==> src/sv/ksd_pkg.sv <==
package ksd_pkg;

    localparam int HIST_LEN   = 8;
    localparam int FILL_W     = 4;
    localparam int KEY_W      = 8;
    localparam int NUM_PAT    = 4;
    localparam int LEN_W      = 4;
    localparam int PAT_W      = 64;
    localparam int LENS_W     = NUM_PAT * LEN_W;
    localparam int CFG_IDX_W  = 3;
    localparam int CFG_DATA_W = 64;
    localparam int IN_DATA_W  = 8;
    localparam int OUT_DATA_W = 8;
    localparam int BYTE_SEL_W = 3;

    typedef enum logic {
        OP_KEY   = 1'b0,
        OP_FLUSH = 1'b1
    } op_t;

    typedef enum logic [CFG_IDX_W-1:0] {
        REG_KEYS_A  = 3'd0,
        REG_KEYS_B  = 3'd1,
        REG_KEYS_C  = 3'd2,
        REG_KEYS_D  = 3'd3,
        REG_LENGTHS = 3'd4,
        REG_ENABLE  = 3'd5
    } cfg_reg_t;

    typedef struct packed {
        op_t              op;
        logic [KEY_W-1:0] key;
    } item_t;

    typedef struct packed {
        logic [NUM_PAT-1:0][PAT_W-1:0] keys;
        logic [LENS_W-1:0]             lengths;
        logic [NUM_PAT-1:0]            enable;
    } cfg_t;

endpackage

==> src/sv/key_sequence_detector.sv <==
// Key sequence detector.
// Input stream (s_*): one transfer per key press or flush command.
//   s_tuser[0] is the command (0 press, 1 flush); s_tdata carries the key code.
// Output stream (m_*): exactly one transfer per input transfer, in order.
//   m_tdata[3:0] is the match mask, bit p set when enabled pattern p equals
//   the most recent presses; a flush returns an all-zero mask.
// Configuration: cfg_wr_en writes cfg_wdata into register cfg_index
//   (0..3 pattern keys, 4 lengths, 5 enable); write only while idle.
// Pipeline: a result passes the input stage, the two-entry queue and the
//   history/compare stage with its output register, in that order.
// Throughput: one item per cycle while m_tready stays high; the history
//   update and parallel compare in the back stage set that figure.
// Stall: when m_tready is low the result holds, the queue fills and then
//   s_tready drops; nothing is dropped or repeated.
// Reset: aresetn (synchronous, active low) clears configuration, history,
//   fill count, queue and valid flags; the block is ready next cycle.
module key_sequence_detector
    import ksd_pkg::*;
(
    input  logic                  aclk,
    input  logic                  aresetn,
    input  logic                  s_tvalid,
    output logic                  s_tready,
    input  logic [IN_DATA_W-1:0]  s_tdata,    // [7:0] key_code
    input  logic [0:0]            s_tuser,    // [0] command
    output logic                  m_tvalid,
    input  logic                  m_tready,
    output logic [OUT_DATA_W-1:0] m_tdata,    // [3:0] match_mask, [7:4] zero
    input  logic                  cfg_wr_en,
    input  logic [CFG_IDX_W-1:0]  cfg_index,
    input  logic [CFG_DATA_W-1:0] cfg_wdata
);

    cfg_t  cfg_reg;
    cfg_t  cfg_next;
    logic  q_push;
    logic  q_full;
    item_t q_in_item;
    logic  q_pop;
    logic  q_valid;
    item_t q_out_item;

    // configuration registers; indexes beyond the list are ignored
    always_comb begin
        cfg_next = cfg_reg;
        if (cfg_wr_en) begin
            case (cfg_index)
                REG_KEYS_A:  cfg_next.keys[0] = cfg_wdata[PAT_W-1:0];
                REG_KEYS_B:  cfg_next.keys[1] = cfg_wdata[PAT_W-1:0];
                REG_KEYS_C:  cfg_next.keys[2] = cfg_wdata[PAT_W-1:0];
                REG_KEYS_D:  cfg_next.keys[3] = cfg_wdata[PAT_W-1:0];
                REG_LENGTHS: cfg_next.lengths = cfg_wdata[LENS_W-1:0];
                REG_ENABLE:  cfg_next.enable  = cfg_wdata[NUM_PAT-1:0];
                default: begin
                    cfg_next = cfg_reg;
                end
            endcase
        end
    end

    always_ff @(posedge aclk) begin
        if (!aresetn) begin
            cfg_reg <= '0;
        end else begin
            cfg_reg <= cfg_next;
        end
    end

    // front: accept and decode transfers
    ksd_front u_front (
        .aclk     (aclk),
        .aresetn  (aresetn),
        .s_tvalid (s_tvalid),
        .s_tready (s_tready),
        .s_tdata  (s_tdata),
        .s_tuser  (s_tuser),
        .q_full   (q_full),
        .q_push   (q_push),
        .q_item   (q_in_item)
    );

    // queue: decouple front and back stalls
    ksd_fifo u_fifo (
        .aclk      (aclk),
        .aresetn   (aresetn),
        .push      (q_push),
        .push_item (q_in_item),
        .full      (q_full),
        .pop       (q_pop),
        .pop_valid (q_valid),
        .pop_item  (q_out_item)
    );

    // back: advance history, compare patterns, hold result
    ksd_back u_back (
        .aclk     (aclk),
        .aresetn  (aresetn),
        .cfg      (cfg_reg),
        .q_valid  (q_valid),
        .q_item   (q_out_item),
        .q_pop    (q_pop),
        .m_tvalid (m_tvalid),
        .m_tready (m_tready),
        .m_tdata  (m_tdata)
    );

endmodule

==> src/sv/ksd_fifo.sv <==
module ksd_fifo
    import ksd_pkg::*;
(
    input  logic  aclk,
    input  logic  aresetn,
    input  logic  push,
    input  item_t push_item,
    output logic  full,
    input  logic  pop,
    output logic  pop_valid,
    output item_t pop_item
);

    // two-entry queue between classifier and executor
    item_t      mem_reg [2];
    logic       wr_ptr_reg;
    logic       wr_ptr_next;
    logic       rd_ptr_reg;
    logic       rd_ptr_next;
    logic [1:0] count_reg;
    logic [1:0] count_next;
    logic       do_push;
    logic       do_pop;

    assign full      = (count_reg == 2'd2);
    assign pop_valid = (count_reg != 2'd0);
    assign pop_item  = mem_reg[rd_ptr_reg];
    assign do_push   = push && !full;
    assign do_pop    = pop && pop_valid;

    always_comb begin
        wr_ptr_next = do_push ? ~wr_ptr_reg : wr_ptr_reg;
        rd_ptr_next = do_pop  ? ~rd_ptr_reg : rd_ptr_reg;
        count_next  = count_reg;
        if (do_push && !do_pop) begin
            count_next = count_reg + 2'd1;
        end else if (do_pop && !do_push) begin
            count_next = count_reg - 2'd1;
        end
    end

    always_ff @(posedge aclk) begin
        if (do_push) begin
            mem_reg[wr_ptr_reg] <= push_item;
        end
    end

    always_ff @(posedge aclk) begin
        if (!aresetn) begin
            wr_ptr_reg <= 1'b0;
            rd_ptr_reg <= 1'b0;
            count_reg  <= 2'd0;
        end else begin
            wr_ptr_reg <= wr_ptr_next;
            rd_ptr_reg <= rd_ptr_next;
            count_reg  <= count_next;
        end
    end

endmodule

==> src/sv/ksd_front.sv <==
module ksd_front
    import ksd_pkg::*;
(
    input  logic                 aclk,
    input  logic                 aresetn,
    input  logic                 s_tvalid,
    output logic                 s_tready,
    input  logic [IN_DATA_W-1:0] s_tdata,
    input  logic [0:0]           s_tuser,
    input  logic                 q_full,
    output logic                 q_push,
    output item_t                q_item
);

    // input stage: capture and decode one transfer, hand it to the queue
    logic  valid_reg;
    logic  valid_next;
    item_t item_reg;
    item_t item_next;
    logic  accept;

    assign q_push   = valid_reg;
    assign q_item   = item_reg;
    assign s_tready = !valid_reg || !q_full;
    assign accept   = s_tvalid && s_tready;

    always_comb begin
        item_next = item_reg;
        if (accept) begin
            item_next.op  = s_tuser[0] ? OP_FLUSH : OP_KEY;
            item_next.key = s_tuser[0] ? '0 : s_tdata[KEY_W-1:0];
        end
        valid_next = accept || (valid_reg && q_full);
    end

    always_ff @(posedge aclk) begin
        item_reg <= item_next;
    end

    always_ff @(posedge aclk) begin
        if (!aresetn) begin
            valid_reg <= 1'b0;
        end else begin
            valid_reg <= valid_next;
        end
    end

endmodule

==> src/sv/ksd_back.sv <==
module ksd_back
    import ksd_pkg::*;
(
    input  logic                  aclk,
    input  logic                  aresetn,
    input  cfg_t                  cfg,
    input  logic                  q_valid,
    input  item_t                 q_item,
    output logic                  q_pop,
    output logic                  m_tvalid,
    input  logic                  m_tready,
    output logic [OUT_DATA_W-1:0] m_tdata
);

    logic [HIST_LEN-1:0][KEY_W-1:0] hist_reg;
    logic [HIST_LEN-1:0][KEY_W-1:0] hist_next;
    logic [FILL_W-1:0]              fill_reg;
    logic [FILL_W-1:0]              fill_next;
    logic                           out_valid_reg;
    logic                           out_valid_next;
    logic [NUM_PAT-1:0]             mask_reg;
    logic [NUM_PAT-1:0]             mask_next;

    // take an item when the output register is free or drains this cycle
    assign q_pop    = q_valid && (!out_valid_reg || m_tready);
    assign m_tvalid = out_valid_reg;
    assign m_tdata  = {{(OUT_DATA_W-NUM_PAT){1'b0}}, mask_reg};

    always_comb begin
        logic [LEN_W-1:0]      len;
        logic [LEN_W-1:0]      idx;
        logic [BYTE_SEL_W-1:0] sel;
        logic                  ok;

        hist_next = hist_reg;
        fill_next = fill_reg;
        mask_next = mask_reg;
        len       = '0;
        idx       = '0;
        sel       = '0;
        ok        = 1'b0;

        if (q_pop) begin
            if (q_item.op == OP_FLUSH) begin
                hist_next = '0;
                fill_next = '0;
                mask_next = '0;
            end else begin
                // shift in the new press at the newest position
                hist_next[0] = q_item.key;
                for (int k = 1; k < HIST_LEN; k++) begin
                    hist_next[k] = hist_reg[k-1];
                end
                if (fill_reg < FILL_W'(HIST_LEN)) begin
                    fill_next = fill_reg + FILL_W'(1);
                end

                for (int p = 0; p < NUM_PAT; p++) begin
                    len = cfg.lengths[p*LEN_W +: LEN_W];
                    ok  = cfg.enable[p] && (len <= LEN_W'(HIST_LEN))
                          && (len <= fill_next);
                    for (int j = 0; j < HIST_LEN; j++) begin
                        idx = len - LEN_W'(1) - LEN_W'(j);
                        sel = idx[BYTE_SEL_W-1:0];
                        if ((LEN_W'(j) < len)
                            && (hist_next[j] != cfg.keys[p][{sel, 3'b000} +: KEY_W])) begin
                            ok = 1'b0;
                        end
                    end
                    mask_next[p] = ok;
                end
            end
        end

        out_valid_next = q_pop || (out_valid_reg && !m_tready);
    end

    always_ff @(posedge aclk) begin
        mask_reg <= mask_next;
    end

    always_ff @(posedge aclk) begin
        if (!aresetn) begin
            hist_reg      <= '0;
            fill_reg      <= '0;
            out_valid_reg <= 1'b0;
        end else begin
            hist_reg      <= hist_next;
            fill_reg      <= fill_next;
            out_valid_reg <= out_valid_next;
        end
    end

endmodule

==> config.mk <==
export PLATFORM = sky130hd
export DESIGN_NAME = key_sequence_detector
export DESIGN_NICKNAME = d
export VERILOG_FILES = /design/src/sv/ksd_pkg.sv /design/src/sv/key_sequence_detector.sv /design/src/sv/ksd_fifo.sv /design/src/sv/ksd_front.sv /design/src/sv/ksd_back.sv
export SDC_FILE = /design/constraint.sdc
export NUM_CORES = 1
export LEC_CHECK = 0
export BUFFER_PORTS_ARGS = -buffer_cell sky130_fd_sc_hd__buf_4
export CAP_MARGIN = 25
export CORE_ASPECT_RATIO = 1.75
export CORE_MARGIN = 4
export CORE_UTILIZATION = 40
export CTS_CLUSTER_DIAMETER = 30
export DETAILED_ROUTE_END_ITERATION = 7
export PLACE_DENSITY_LB_ADDON = 0.12
export SLEW_MARGIN = 20
export SYNTH_ARGS = -nofsm -noshare
export SYNTH_HDL_FRONTEND = slang
export SYNTH_SLANG_ARGS = --single-unit
==> constraint.sdc <==
create_clock -name aclk -period 10.5 [get_ports aclk]
set_clock_uncertainty 0.05 [all_clocks]
set_input_delay 0 -clock aclk [delete_from_list [all_inputs] [get_ports aclk]]
set_output_delay 0 -clock aclk [all_outputs]
set_load 0.01 [all_outputs]
==> impl_metrics.toml <==
[timing]
fmax_mhz = 178
tightest_slew_ns = 1.11
maxSlewViolCount = 0
hold_viol = 0
finalCritPeriodShare = 0.535
post-route-min-period_ns = 5.62
max-slew-margin-rel = 0.262
finalSetupViolCount = 0
rsz0062_at_grt = "no"
finalSetupTns_ns = 0

[logic_synthesis]
synth_edf_count = 31
synth_most_common_cell = "nand2_1"
yosys_warnings = 0
ys_types = 59
synth.avg_cell_area_um2 = 10.0
synth_common_cells = "nand2_1 (572), dfxtp_1 (343), mux2i_1 (337)"
ys_ff_latch = 374
synth_top_family_by_area = "multiplexers"
synthAdderAreaFrac = 0.0136
synth-seq-area-share = 0.276
synthXorXnorAreaFrac = 0.0999
synth_top_area_share = 0.243
synth.cell_area_mm2 = 0.0282
synth.area.mux_share = 0.332
synth_compound_area_frac = 0.105
syn_inst = 2817
async_flop_share = 0
synthTopCellsByArea = "dfxtp_1 (24%), mux4_2 (20%), mux2i_1 (12%), nand2_1 (7.6%), a21boi_0 (7.3%)"
post-synth-top-area-cell = "dfxtp_1"
synth_top_flop_cell = "dfxtp_1"
synthSimpleGateAreaFrac = 0.125

[clock_network]
clkLatencyLatePin_ns = 0.65
cts_setup_buffers = 0
clkSlewWorstSetupHoldPaths_ns = 0.05
hold_buffers = 78
numCtsBuffers = 71
cts_max_path_buffers = 3
cts_resized = 0
cts_num_sinks = 374
cts_tree = "built"
cts_max_level = 3
cts-root-buf = "clkbuf_16"

[placed_design]
dpl.cell_count = 3601
postPlaceCellArea_mm2 = 0.0293
port_buffers = 86
dpl.hpwl_um = 99800
gp_congestion = 1.02

[worst_setup_path]
cpPeakStageDelay_ns = 0.81
critical_path_class = "flip-flop to flip-flop"
crit_arrival_ns = 6.07
rr_worst_depth = 12
worstPathRequired_ns = 10.95
cpMostUsedCell = "buf_4"
crit_chain = "buf_4 -> inv_2 -> ha_4 -> buf_4 -> mux4_2 -> mux2i_1 -> xnor2_1 -> nor4_1 -> nand4_1 -> o32a_1 -> a2111oi_2 -> o2111a_1"
reg2reg_slack_ns = 4.88
critPathMaxFanout = 53
endpoint_kind = "flip-flop"
cpMaxStageDelayCell = "ha_4"
r2r-end = "u_back.mask_reg[2]"
rr_startpoint = "cfg_reg[12]"
cp-start-kind = "flip-flop"

[global_route]
grt_max_degree = 135
grt_pass1_vias = 23900
grtUsageTotal = 0.338
overflow = 0
grt_first_pass_wirelength_um = 181000
antenna_found_initial = 4

[flow_run]
drv_cap = 0

[hold_path]
min-delay-start = "aresetn"
hold_path.class = "input port to flip-flop"
whs_endpoint = "cfg_reg[172]"
min_delay_path_depth = 2

[power]
power_mw = 4.93
p_int_mw = 3.32
pwr-share-seq = 0.325
clkPwrFrac = 0.480
p_sw_frac = 0.327
p_switching_mw = 1.61
p_leak_nw = 10.4
combPwrFrac = 0.195
p_per_area_mw_per_mm2 = 151
ir_worst_vdd_mv = 0.129

[routing]
drt_iter0_drc = 1696
routed-via-count = 23600
wl_per_cell_um = 34.2
postRouteAntennaNets = 0
drc = 0
dr.pass1.iters = 5
avgViaCountPerCell = 6.18
wl_um = 130000

[floorplanning]
coreArea_mm2 = 0.0698
die-area_mm2 = 0.0751
fp.dieH_um = 359
row_count = 128
floorplan.initialDensity = 0.404
die_x_um = 209
io_pins = 91

[layout]
drive_gt1_frac = 0.200
fin_util = 0.467
largest_register_ffs = 276
fillers = 6765
synthToLayoutAreaGrowth_pct = 15.5
diodes = 0
nets = 2955
design_area_mm2 = 0.0326
instances_no_fill = 3813

[run_status]
outcome = "finished, final reports clean"
==> layout make-up <==
class	instances	area (um^2)	share of cell area
Inverter	14	52.6	0.00161
Multi-Input combinational cell	2160	19200	0.589
Timing Repair Buffer	223	1910	0.0585
Tap cell	910	1140	0.0349
Clock inverter	45	527	0.0162
Sequential cell	374	7810	0.239
Clock buffer	87	1970	0.0604
==> layer usage <==
metal | global-route usage | wire length [um] | vias up
met5 | 0 | 0 | -
met2 | 0.597 | 65900 | 1077
li1 | - | - | 10200
met4 | 0.292 | 14400 | 0
met3 | 0.0539 | 7570 | 463
met1 | 0.343 | 42400 | 11800
==> worst max-delay path: cells and delay by family (launching register included) <==
| family | cells | cell delay, ns |
|---|---|---|
| AND/OR/NAND/NOR | 2 | 0.65 |
| buffers and inverters | 3 | 1.87 |
| flip-flops | 1 | 0.30 |
| AO/OA/AOI/OAI | 3 | 0.85 |
| multiplexers | 2 | 0.78 |
| XOR/XNOR | 1 | 0.09 |
| adder cells (fa/ha/maj) | 1 | 0.81 |
==> worst max-delay path by stage <==
stage,from,endpoint
after floorplan,cfg_reg[8],u_back.mask_reg[1]
after global placement,cfg_reg[12],u_back.mask_reg[2]
after detailed placement,cfg_reg[12],u_back.mask_reg[2]
after CTS,cfg_reg[12],u_back.mask_reg[2]
after global routing,cfg_reg[12],u_back.mask_reg[2]
final,cfg_reg[12],u_back.mask_reg[2]
==> per-stage QoR <==
step,setup slack [ns],hold WS (ns)
final,4.88,0.0503
after global routing,4.51,0.111
after CTS,4.83,0.0554
after detailed placement,4.84,0.210
after global placement,4.99,0.204
after floorplan,6.43,0.0489
==> power groups by stage <==
stage               combinational (mW)  clock, mW  sequential (mW)
finish                           0.963       2.37             1.60
floorplan                        0.575          0             1.56
global placement                 0.905          0             1.62
global route                      1.01       2.46             1.60
CTS                              0.943       2.40             1.60
detailed placement               0.916          0             1.63
==> cell usage in the layout (no fill, tap or decap), drive strengths merged, types with 38 or more instances in the layout <==
cell / count
a21boi: 275
a22oi: 50
buf: 144
clkbuf: 88
dfxtp: 343
dlygate4sd3: 78
mux2i: 337
mux4: 260
nand2: 572
nand4: 39
nor2: 38
nor2b: 73
xnor2: 220
xor2: 78
==> kinds of logic after synthesis <==
family	after synthesis
DFF	374
adders and majority gates	31
AOI/OAI and AO/OA	403
other	1
buffers and inverters	286
xor gates and xnor gates	306
and+or+nand+nor	806
muxes	610
Note: power is estimated with default switching activity, not from simulation.
